<file path="src/rtl/bitmap_text_renderer_macros.svh">
// ----------------------------------------------------------------------------
// bitmap_text_renderer_macros
// assertion macros used by the text renderer top level
// ----------------------------------------------------------------------------
`ifndef BITMAP_TEXT_RENDERER_MACROS_SVH
`define BITMAP_TEXT_RENDERER_MACROS_SVH

`ifndef SYNTHESIS

// same-cycle implication
`define BTR_ASSERT_IMP(lbl, ck, rs, ante, cons) \
  lbl: assert property (@(posedge ck) disable iff (rs) (ante) |-> (cons)) \
    else $error("btr assertion failed");

// next-cycle implication
`define BTR_ASSERT_NXT(lbl, ck, rs, ante, cons) \
  lbl: assert property (@(posedge ck) disable iff (rs) (ante) |=> (cons)) \
    else $error("btr assertion failed");

`else

`define BTR_ASSERT_IMP(lbl, ck, rs, ante, cons)
`define BTR_ASSERT_NXT(lbl, ck, rs, ante, cons)

`endif

`endif

</file>
<file path="src/rtl/btr_pkg.sv">
// ----------------------------------------------------------------------------
// btr_pkg
// types and constants of the bitmap text renderer
// ----------------------------------------------------------------------------
`default_nettype none

package btr_pkg;

  localparam int GLYPH_CODES = 256;
  localparam int GLYPH_DOTS  = 8;
  localparam int IDX_W       = $clog2(GLYPH_CODES);
  localparam int DOT_N       = GLYPH_DOTS * GLYPH_DOTS;
  localparam int DOT_IDX_W   = $clog2(DOT_N);
  localparam int XY_W        = $clog2(GLYPH_DOTS);
  localparam int DEF_WIDTH   = (8 > GLYPH_DOTS) ? GLYPH_DOTS : 8;
  localparam int QUEUE_DEPTH = 4;
  localparam int QPTR_W      = $clog2(QUEUE_DEPTH);

  localparam logic [7:0] NL_CODE = 8'd10;
  localparam logic [7:0] SP_CODE = 8'd32;

  localparam logic REQ_LOAD = 1'b0;
  localparam logic REQ_DRAW = 1'b1;

  typedef enum logic [2:0] {
    REG_FONT_HEIGHT,
    REG_COLUMN_GAP,
    REG_ROW_GAP,
    REG_ANCHOR_X,
    REG_ANCHOR_Y,
    REG_WRAP_WIDTH,
    REG_WRAP_ENABLE,
    REG_PIXEL_COLOR
  } reg_index_t;

  typedef enum logic [1:0] {
    CMD_LOAD,
    CMD_GLYPH,
    CMD_NEWLINE,
    CMD_MOVE
  } cmd_kind_t;

  typedef struct packed {
    logic        req_type;
    logic [7:0]  char_code;
    logic        text_start;
    logic [3:0]  glyph_width;
    logic [63:0] glyph_rows;
  } item_t;

  typedef struct packed {
    logic [7:0]  pixel_x;
    logic [7:0]  pixel_y;
    logic [15:0] color;
    logic        last;
  } pixel_t;

  typedef struct packed {
    logic [3:0]  font_height;
    logic [7:0]  column_gap;
    logic [7:0]  row_gap;
    logic [7:0]  anchor_x;
    logic [7:0]  anchor_y;
    logic [7:0]  wrap_width;
    logic        wrap_enable;
    logic [15:0] pixel_color;
  } cfg_t;

  typedef struct packed {
    cmd_kind_t   kind;
    logic [7:0]  code;
    logic        text_start;
    logic        space;
    logic [3:0]  width;
    logic [63:0] rows;
  } cmd_t;

endpackage

`default_nettype wire

</file>
<file path="src/rtl/btr_front.sv">
// ----------------------------------------------------------------------------
// btr_front
// accepts input items, classifies them and queues commands for the back end
// ----------------------------------------------------------------------------
`default_nettype none

module btr_front (
  input  logic          clk,
  input  logic          rst,
  input  btr_pkg::item_t item,
  input  logic          push,
  output logic          full,
  output btr_pkg::cmd_t cmd,
  output logic          cmd_valid,
  input  logic          cmd_pop
);
  import btr_pkg::*;

  cmd_t              fresh;
  logic              keep;
  logic              in_range;
  logic              wr_en;
  cmd_t              queue_mem [QUEUE_DEPTH];
  logic [QPTR_W-1:0] wr_ptr;
  logic [QPTR_W-1:0] rd_ptr;
  logic [QPTR_W:0]   count;

  always_comb begin
    in_range         = 9'(item.char_code) < 9'(GLYPH_CODES);
    fresh.code       = item.char_code;
    fresh.text_start = item.text_start;
    fresh.space      = item.char_code == SP_CODE;
    fresh.width      = (item.glyph_width > 4'(GLYPH_DOTS)) ? 4'(GLYPH_DOTS) : item.glyph_width;
    fresh.rows       = item.glyph_rows;
    keep             = 1'b1;
    if (item.req_type == REQ_LOAD) begin
      fresh.kind = CMD_LOAD;
      keep       = in_range;
    end else if (!in_range) begin
      fresh.kind = CMD_MOVE;
    end else if (item.char_code == NL_CODE) begin
      fresh.kind = CMD_NEWLINE;
    end else begin
      fresh.kind = CMD_GLYPH;
    end
  end

  assign full      = count == (QPTR_W+1)'(QUEUE_DEPTH);
  assign cmd_valid = count != '0;
  assign cmd       = queue_mem[rd_ptr];
  assign wr_en     = push && !full && keep;

  always_ff @(posedge clk) begin
    if (wr_en) begin
      queue_mem[wr_ptr] <= fresh;
    end
  end

  always_ff @(posedge clk) begin
    if (rst) begin
      wr_ptr <= '0;
      rd_ptr <= '0;
      count  <= '0;
    end else begin
      if (wr_en) begin
        wr_ptr <= wr_ptr + 1'b1;
      end
      if (cmd_pop) begin
        rd_ptr <= rd_ptr + 1'b1;
      end
      case ({wr_en, cmd_pop})
        2'b10:   count <= count + 1'b1;
        2'b01:   count <= count - 1'b1;
        default: count <= count;
      endcase
    end
  end

endmodule

`default_nettype wire

</file>
<file path="config.mk">
export PLATFORM = sky130hd
export DESIGN_NAME = btr_front
export DESIGN_NICKNAME = d
export VERILOG_FILES = /design/src/rtl/bitmap_text_renderer_macros.svh /design/src/rtl/btr_pkg.sv /design/src/rtl/btr_front.sv
export SDC_FILE = /design/constraint.sdc
export NUM_CORES = 1
export LEC_CHECK = 0
export BUFFER_PORTS_ARGS = -buffer_cell sky130_fd_sc_hd__clkbuf_2
export CAP_MARGIN = 20
export CORE_ASPECT_RATIO = 0.7
export CORE_MARGIN = 1.5
export CORE_UTILIZATION = 57
export CTS_BUF_LIST = sky130_fd_sc_hd__clkbuf_16
export CTS_CLUSTER_SIZE = 40
export DETAILED_ROUTE_END_ITERATION = 10
export GPL_ROUTABILITY_DRIVEN = 1
export GPL_TIMING_DRIVEN = 0
export PLACE_DENSITY = 0.79
export SKIP_CTS_REPAIR_TIMING = 1
export SLEW_MARGIN = 20
export SYNTH_ARGS = -nofsm -noshare
export SYNTH_HDL_FRONTEND = slang
export SYNTH_SLANG_ARGS = --single-unit
</file>
<file path="constraint.sdc">
create_clock -name clk -period 4.44 [get_ports clk]
set_input_delay 0.666 -clock clk [delete_from_list [all_inputs] [get_ports clk]]
set_output_delay 0.666 -clock clk [all_outputs]
set_load 0.1 [all_outputs]
</file>
==> results of run 1 <==
## worst max-delay path: stages (launching register included)
cell      delay, ps
dfxtp_1         310
buf_1           430
buf_2           390
mux4_2          400
clkbuf_2        400
## synth_stat cells
cell type,count,area share [%]
inv_1,8,0.25
edfxtp_1,320,79
nor3b_1,1,0.062
o21ai_0,2,0.082
buf_6,1,0.093
nor2b_1,3,0.15
a21oi_1,3,0.12
fa_1,1,0.16
nor3_1,1,0.041
clkbuf_1,2,0.062
nor2_1,8,0.25
xnor2_1,1,0.072
dfxtp_1,9,1.5
nor4b_1,1,0.072
xor2_1,3,0.22
o31a_1,1,0.072
ha_1,5,0.51
nand2_1,3,0.093
or3_1,3,0.15
buf_12,8,1.3
and2_1,4,0.21
mux4_2,80,15
mux2i_1,1,0.082
buf_1,1,0.031
nor4_1,1,0.052
nand2b_1,2,0.10
buf_2,8,0.33
## stage by stage
| step | hold WS [ps] | utilization, % | setup slack (ps) | setup TNS (ps) |
|---|---|---|---|---|
| global placement | 469 | 64.0 | -296 | -85890 |
| detailed placement | 496 | 64.5 | 1820 | 0 |
| finish | 338 | 69.3 | 1290 | 0 |
| floorplan | 460 | - | 841 | 0 |
| global route | 320 | 69.3 | 1190 | 0 |
| CTS | 315 | 69.3 | 1220 | 0 |
## sequential cells by signal, indices dropped and copies added (netlist names), named ones only
name	flops
count	3
queue_mem	320
rd_ptr	2
wr_ptr	2
## power by group through the flow
stage	clock network [W]	logic (W)	registers, W
global route	0.00274	0.00180	0.00368
global placement	0	0.00169	0.00374
detailed placement	0	0.00174	0.00373
floorplan	0	0.00144	0.00373
CTS	0.00262	0.00175	0.00367
finish	0.00257	0.00173	0.00367
## layout make-up
type / instances / share of cell area, %
sequential: 329 / 67.8
multi-input combinational: 124 / 14.7
timing repair buffer: 166 / 6.38
clock buffer: 31 / 5.38
tap: 276 / 2.39
clock inverter: 25 / 1.55
buffer: 20 / 1.54
inverter: 8 / 0.208
## cells in the final DEF, fill, tap and decap left out, types with 5 or more instances in the layout
| cell | instances |
|---|---|
| clkinv_1 | 5 |
| clkinv_2 | 11 |
| ha_1 | 5 |
| buf_2 | 8 |
| clkbuf_16 | 31 |
| mux4_2 | 80 |
| nor2_1 | 8 |
| inv_1 | 10 |
| dfxtp_1 | 9 |
| buf_12 | 8 |
| edfxtp_1 | 320 |
| clkbuf_2 | 162 |
## per-layer routing
| metal | wire [um] | vias to the layer above | global-route usage, % | share of wire (%) |
|---|---|---|---|---|
| met5 | 0 | - | 0 | 0 |
| met4 | 344 | 0 | 4.15 | 1.6 |
| met3 | 1760 | 30 | 5.20 | 8.2 |
| met2 | 10400 | 213 | 32.4 | 49 |
| met1 | 8890 | 2872 | 28.2 | 41 |
| li1 | - | 2443 | - | - |
## worst min path at each step
stage / end / slack, ps / from
final: queue_mem[2][50] / 340 / item[50]
after floorplan: count[2] / 460 / count[2]
after CTS: queue_mem[2][13] / 310 / item[13]
after detailed placement: count[2] / 500 / count[2]
after global routing: queue_mem[2][50] / 320 / item[50]
after global placement: count[2] / 470 / count[2]
## logic make-up after synthesis
kind of cell,after synthesis
buffers and inverters,28
xor gates and xnor gates,4
AOI/OAI and AO/OA,6
muxes,81
DFF,329
and+or+nand+nor,27
adders and majority gates,6
==> impl_metrics.toml, run 1 <==
[outcome]
status = "completed"

[logic_synthesis]
synth_compound_area_share_pct = 0.278
ys_types = 27
synth_xor_xnor_area_share_pct = 0.288
postSynthCellCount = 481
synth-simple-area-share_pct = 1.18
synth_top_family_by_area = "multiplexers"
synth_adder_area_share_pct = 0.680
synth.avg_cell_area_um2 = 25.3
synth_area_um2 = 12100
synth_nets = 569
seq_area_frac_synth_pct = 80.6
yosysWarnings = 0
muxShareOfSynthArea_pct = 14.9
synth_seq_cells = 329

[die]
rows = 44
core_area_um2 = 20800
initial_core_util_pct = 58.4
pin_count = 164
die_area_um2 = 22200
die_x_um = 177
die_y_um = 125

[routing]
drt_iter0_drc = 363
vias_per_cell = 5.68
totalWireLength_mm = 21.4
drc = 0
wire_per_inst_um = 21.9
vias = 5558
drt_first_pass_iters = 5
ant_nets = 0

[global_route]
first_global_vias = 5982
grt_pass1_wl_mm = 33.3
grt_max_degree = 46
grt-ovfl-total = 0
grt_use_total_pct = 20.0
grt_antenna_before_repair = 0

[power]
p_switching_w = 0.00248
vdd_drop_max_uv = 468
p_total_w = 0.00797
seqPwrFrac_pct = 46.0
p_leak_nw = 4.94
pwr-share-comb_pct = 21.7
powerDensity_nw_per_um2 = 552
p_clk_share_pct = 32.3
p_sw_share_pct = 31.2
internal_power_w = 0.00548

[timing]
tightestPinTransition_ps = 739
drv_slew = 0
max_freq_mhz = 318
rsz0062_at_grt = "false"
setup_violations = 0
relSlewSlack_pct = 50.0
finClkSkew_ps = 8.63
hold_viol_final = 0
fin_crit_sh_pct = 70.9
fin_crit_ps = 3150

[layout]
n_antenna_cell = 0
final_cells = 979
fillers = 1260
regArea_um2 = 9790
design_area_um2 = 14400
areaGrowthSynthToFinish_pct = 18.8
drive_above_1_share_pct = 45.1
final_nets = 767
multi_input_area_um2 = 2120

[cts]
cts_made_buffers = 30
clk_pin_slew_ps = 60
h-tree-depth = 1
cts_max_path_buffers = 3
clk_latency_ps = 540
cts-root-buf = "clkbuf_16"
clock-sinks = 329
tritoncts = "built"

[critical_path]
rr_endpoint = "count[2]"
end_kind = "output port"
critical_path_class = "flop to output port"
cp-endpoint = "cmd[73]"
critPathMaxFanout = 10
r2r-start = "count[1]"
cp-start-kind = "flop"
r2r_setup_slack_ps = 2240
rr_worst_depth = 9
crit_arrival_ps = 2480
worstPathRequired_ps = 3770

[job]
max_cap_viol_count = 0

[placement]
dpl_cell_area_um2 = 13400
gp_congestion = 0.743
io_buffer_count = 162
place_inst = 923
dp_hpwl_mm = 13.5

[min_path]
hp-class = "primary input to flop"
hold_path_depth = 1
No activity file was read; power rests on OpenSTA's default activity.
==> inputs of run 2 (changes only) <==
Settings changed: ABC_AREA set to 1.
Clock period 4.44 ns to 3.14 ns, I/O delays scaled along.
==> run 2 against run 1 <==
  * Setup slack worse by 1200 ps
  * Global-route usage grew 3.7 points
  * Hold slack worse by 200 ps
  * Clock-buffer cell count stayed put
  * Flip-flop and latch count unchanged
  * Critical path depth up 2
  * Non-clock buffer count grew 44
  * Critical path type unchanged
  * Largest cell class unchanged
  * Largest power group unchanged
==> impl_metrics.toml, run 2 <==
[cts]
tritoncts = "built"
clk_pin_slew_ps = 60
clk_latency_ps = 540
cts-root-buf = "clkbuf_16"
h-tree-depth = 1
clock-sinks = 329
cts_max_path_buffers = 3
cts_made_buffers = 30

[placement]
gp_congestion = 0.763
place_inst = 1316
dp_hpwl_mm = 17.0
io_buffer_count = 163

[layout]
drive_above_1_share_pct = 21.7
n_antenna_cell = 0
layout_commonest_cell = "edfxtp_1"
areaGrowthSynthToFinish_pct = 20.1
final_nets = 1160
largest-register = "queue_mem"
final_cells = 1371
largest_reg_flops = 320
reg.largest.list = "queue_mem (320), count (3)"
most-common-layout-cells = "320 x edfxtp_1, 173 x nor2_1, 154 x o21ai_0"

[critical_path]
cp_cell_sequence = "buf_2 > clkinvlp_4 > clkbuf_1 > o21ai_0 > o22ai_1 > clkbuf_2"
r2r_setup_slack_ps = 620
worstPathRequired_ps = 2670
rr_worst_depth = 7
end_kind = "output port"
crit_arrival_ps = 2610
rr_endpoint = "queue_mem[1][16]"
cp_slowest_stage_delay_ps = 520
critical_path_class = "flop to output port"
r2r-start = "count[0]"
crit_buf_inv = 4
slowest_stage = "clkbuf_2"
crit_family = "buffers and inverters"
critPathMaxFanout = 10
cp-start-kind = "flop"

[die]
die_y_um = 126
die_area_um2 = 22700
rows = 44
die_x_um = 179
core_area_um2 = 21000
pin_count = 164
initial_core_util_pct = 58.9

[logic_synthesis]
yosys-top-cells-area = "edfxtp_1 78%, o21ai_0 6.2%, nor2_1 5.4%"
synthArstFlopShare_pct = 0
yosysWarnings = 0
ys_types = 24
postSynthCellCount = 863
synth_flop_cell = "edfxtp_1"
synth_top_area_share_pct = 77.5
synth-edff-count = 320
synth_commonest_cells = "320 x edfxtp_1, 177 x nor2_1, 154 x o21ai_0"
synth_area_um2 = 12400
synth_seq_cells = 329
yosysMostFrequentCell = "edfxtp_1"
synth_nets = 951
seq_area_frac_synth_pct = 79.0
synth.avg_cell_area_um2 = 14.4
yosys.area.top_type = "edfxtp_1"

[job]
max_cap_viol_count = 0

[power]
powerDensity_nw_per_um2 = 723
p_leak_nw = 5.34
vdd_drop_max_uv = 638
p_sw_share_pct = 31.6
seqPwrFrac_pct = 47.9
internal_power_w = 0.00736
p_clk_share_pct = 31.0
pwr-share-comb_pct = 21.2
p_switching_w = 0.00341

[routing]
vias_per_cell = 5.74
totalWireLength_mm = 27.0
drt_first_pass_iters = 5
wire_per_inst_um = 19.7
vias = 7876
drc = 0
drt_iter0_drc = 719
ant_nets = 0

[timing]
fin_crit_sh_pct = 98.0
drv_slew = 0
tightestPinTransition_ps = 823
fin_tns_setup_ps = 0
finClkSkew_ps = 9.26
max_freq_mhz = 325
fin_crit_ps = 3080
whs_ps = 139
setup_violations = 0
relSlewSlack_pct = 44.6
rsz0062_at_grt = "false"
hold_viol_final = 0

[global_route]
grt_antenna_before_repair = 2
grt-ovfl-total = 0
grt_max_degree = 25
first_global_vias = 7636
grt_use_total_pct = 23.8
grt_pass1_wl_mm = 40.4

[min_path]
hold_path_depth = 1
hp-class = "primary input to flop"
min_to = "queue_mem[1][14]"
hold_path.startpoint = "item[14]"

[outcome]
status = "completed"
## run 2: power by group through the flow
stage	Combinational (W)	Sequential (W)	Clock, W
finish	0.00228	0.00515	0.00334
global route	0.00238	0.00517	0.00357
CTS	0.00226	0.00515	0.00338
detailed placement	0.00226	0.00525	0
global placement	0.00214	0.00527	0
floorplan	0.00171	0.00525	0
## run 2: kinds of logic after synthesis
group                      count (synthesis)  share of synthesized area [%]
AOI/OAI and AO/OA                        251                           11.0
adders and majority gates                  6                          0.666
buffers and inverters                     79                           3.27
DFF                                      329                           79.0
and+or+nand+nor                          198                           6.14
## run 2: metal layers
layer | part of all wire, % | routed length, um | track usage (%)
met1 | 42 | 11200 | 33.7
met2 | 47 | 12800 | 38.7
met3 | 9.0 | 2430 | 4.44
met4 | 1.8 | 482 | 5.49
met5 | 0.041 | 11 | 0
## run 2: layout make-up
cell class | count | area [um2]
fillers | 1399 | 6140
repair buffers | 177 | 1210
clock buffers | 31 | 776
clock inverters | 24 | 130
inverters | 26 | 106
well taps | 276 | 345
multi-input cells | 455 | 2230
plain buffers | 53 | 307
flip-flops and latches | 329 | 9790
## run 2: worst max path at each step
| stage | endpoint | cells past startpoint |
|---|---|---|
| floorplan | queue_mem[0][0] | 4 |
| global placement | queue_mem[0][10] | 4 |
| detailed placement | cmd[0] | 6 |
| CTS | cmd[0] | 6 |
| global route | cmd[61] | 6 |
| finish | cmd[59] | 6 |
## run 2: per-stage QoR
stage | power [W] | utilization (%) | cell area, um2 | setup WS, ps
after floorplan | 0.00695 | - | 12400 | -109
after global placement | 0.00741 | 64.5 | 13600 | -1660
after detailed placement | 0.00750 | 66.3 | 13900 | 409
after CTS | 0.0108 | 70.6 | 14800 | -231
after global routing | 0.0111 | 70.8 | 14900 | 1.37
final | 0.0108 | 70.8 | 14900 | 63.6
==> inputs of run 3 (changes only) <==
Settings changed: CTS_BUF_LIST sky130_fd_sc_hd__clkbuf_16 to unset.
==> run 3 against run 2 <==
  * Hold slack barely moved
  * Setup slack got worse by 7.0 ps
  * Cell area barely moved
  * Combinational power barely moved
  * Clock-buffer cell count rose by 13
  * Critical path depth did not move
  * Flip-flop and latch count did not move
  * Wire length rose by 0.29%
  * Non-clock buffer count did not move
  * Cell count did not move
  * Largest power group unchanged
==> impl_metrics.toml, run 3 (synthesized netlist as in run 2, its figures left out) <==
[power]
internal_power_w = 0.00743
p_sw_share_pct = 31.5
vdd_drop_max_uv = 642
p_leak_nw = 5.29
p_switching_w = 0.00341
powerDensity_nw_per_um2 = 727
pwr-share-comb_pct = 21.0
p_clk_share_pct = 31.4
seqPwrFrac_pct = 47.6

[routing]
drc = 0
vias_per_cell = 5.79
totalWireLength_mm = 27.0
vias = 7936
ant_nets = 0
drt_iter0_drc = 710
drt_first_pass_iters = 7
wire_per_inst_um = 19.7

[placement]
gp_congestion = 0.763
io_buffer_count = 163
dp_hpwl_mm = 17.0
dpl_cell_area_um2 = 13900
place_ws_ps = 409
place_inst = 1316

[layout]
most-common-layout-cells = "320 x edfxtp_1, 173 x nor2_1, 154 x o21ai_0"
areaGrowthSynthToFinish_pct = 20.2
largest-register = "queue_mem"
final_nets = 1160
layout_commonest_cell = "edfxtp_1"
reg.largest.list = "queue_mem (320), count (3)"
design_area_um2 = 14900
largest_reg_flops = 320
final_util_pct = 70.9
final_cells = 1371
n_antenna_cell = 0
fillers = 1398
drive_above_1_share_pct = 21.8

[critical_path]
critical_path_class = "flop to output port"
cp_slowest_stage_delay_ps = 520
rr_endpoint = "queue_mem[1][16]"
slowest_stage = "clkbuf_2"
crit_arrival_ps = 2610
worstPathRequired_ps = 2670
rr_worst_depth = 7
cp_cell_sequence = "buf_2 > clkinvlp_4 > clkbuf_1 > o21ai_0 > o22ai_1 > clkbuf_2"
r2r-start = "count[0]"
critPathMaxFanout = 10
end_kind = "output port"
cp-start-kind = "flop"
r2r_setup_slack_ps = 620
crit_family = "buffers and inverters"
crit_buf_inv = 4

[outcome]
status = "completed"

[cts]
cts-root-buf = "clkbuf_16"
tritoncts = "built"
h-tree-depth = 1
cts_made_buffers = 30
clk_pin_slew_ps = 60
clock-sinks = 329
cts_max_path_buffers = 3
clk_latency_ps = 550

[die]
die_area_um2 = 22700
rows = 44
pin_count = 164
die_y_um = 126
core_area_um2 = 21000
initial_core_util_pct = 58.9
die_x_um = 179

[timing]
finClkSkew_ps = 9.05
fin_tns_setup_ps = 0
rsz0062_at_grt = "false"
fin_crit_sh_pct = 98.2
setup_violations = 0
drv_slew = 0
relSlewSlack_pct = 46.9
layout_setup_ws_ps = 56.6
max_freq_mhz = 324
tightestPinTransition_ps = 790
hold_viol_final = 0
fin_crit_ps = 3080

[global_route]
grt-ovfl-total = 0
grt_use_total_pct = 23.8
grt_pass1_wl_mm = 40.4
grt_max_degree = 25
first_global_vias = 7635
grt_antenna_before_repair = 2

[min_path]
min_to = "queue_mem[3][35]"
hold_path_depth = 1
hp-class = "primary input to flop"
hold_path.startpoint = "item[35]"

[job]
max_cap_viol_count = 0
## run 3: changes by cell type in the layout (fill, tap and decap cells not counted), sizes merged
cell and delta:
clkinv -1, clkbuf +13, inv -12
## run 3: worst max-delay path by stage
stage,end,slack [ps],depth (start not counted)
2_1_floorplan,queue_mem[0][0],-110,4
3_3_place_gp,queue_mem[0][10],-1660,4
3_5_place_dp,cmd[0],410,6
4_1_cts,cmd[0],-230,6
5_1_grt,cmd[61],1,6
6_report,cmd[59],60,6
## run 3: worst reg2reg max path, cell delays in order, from the launching register on
cell and delay, ps:
dfxtp_1 310, inv_1 90, nand3_1 210, nand2_1 290
nor2_4 650, buf_16 260, buf_12 210, buf_16 200
## run 3: per-layer routing
| layer | global-route usage [%] | vias up | share of wire [%] |
|---|---|---|---|
| met5 | 0 | - | 0.041 |
| met4 | 5.49 | 2 | 1.8 |
| met3 | 4.44 | 45 | 8.9 |
| met2 | 38.8 | 369 | 47 |
| met1 | 33.7 | 3865 | 42 |
| li1 | - | 3655 | - |
## run 3: area by class of cell
cell class	instances	area (um2)	area share, %
timing repair buffer	177	1210	8.09
multi-input combinational	455	2230	15.0
buffer	53	307	2.06
tap	276	345	2.32
sequential	329	9790	65.7
clock inverter	11	81.3	0.546
clock buffer	44	835	5.60
inverter	26	106	0.714
## run 3: power by group through the flow
stage / logic (W) / clock network [W] / registers, W
final: 0.00228 / 0.00340 / 0.00515
after global routing: 0.00238 / 0.00363 / 0.00517
after CTS: 0.00226 / 0.00344 / 0.00515
after detailed placement: 0.00226 / 0 / 0.00525
after global placement: 0.00214 / 0 / 0.00527
after floorplan: 0.00171 / 0 / 0.00525
## run 3: through the flow
step	total power [W]	hold WS, ps
global route	0.0112	129
detailed placement	0.00750	440
finish	0.0108	139
floorplan	0.00695	412
global placement	0.00741	432
CTS	0.0109	124
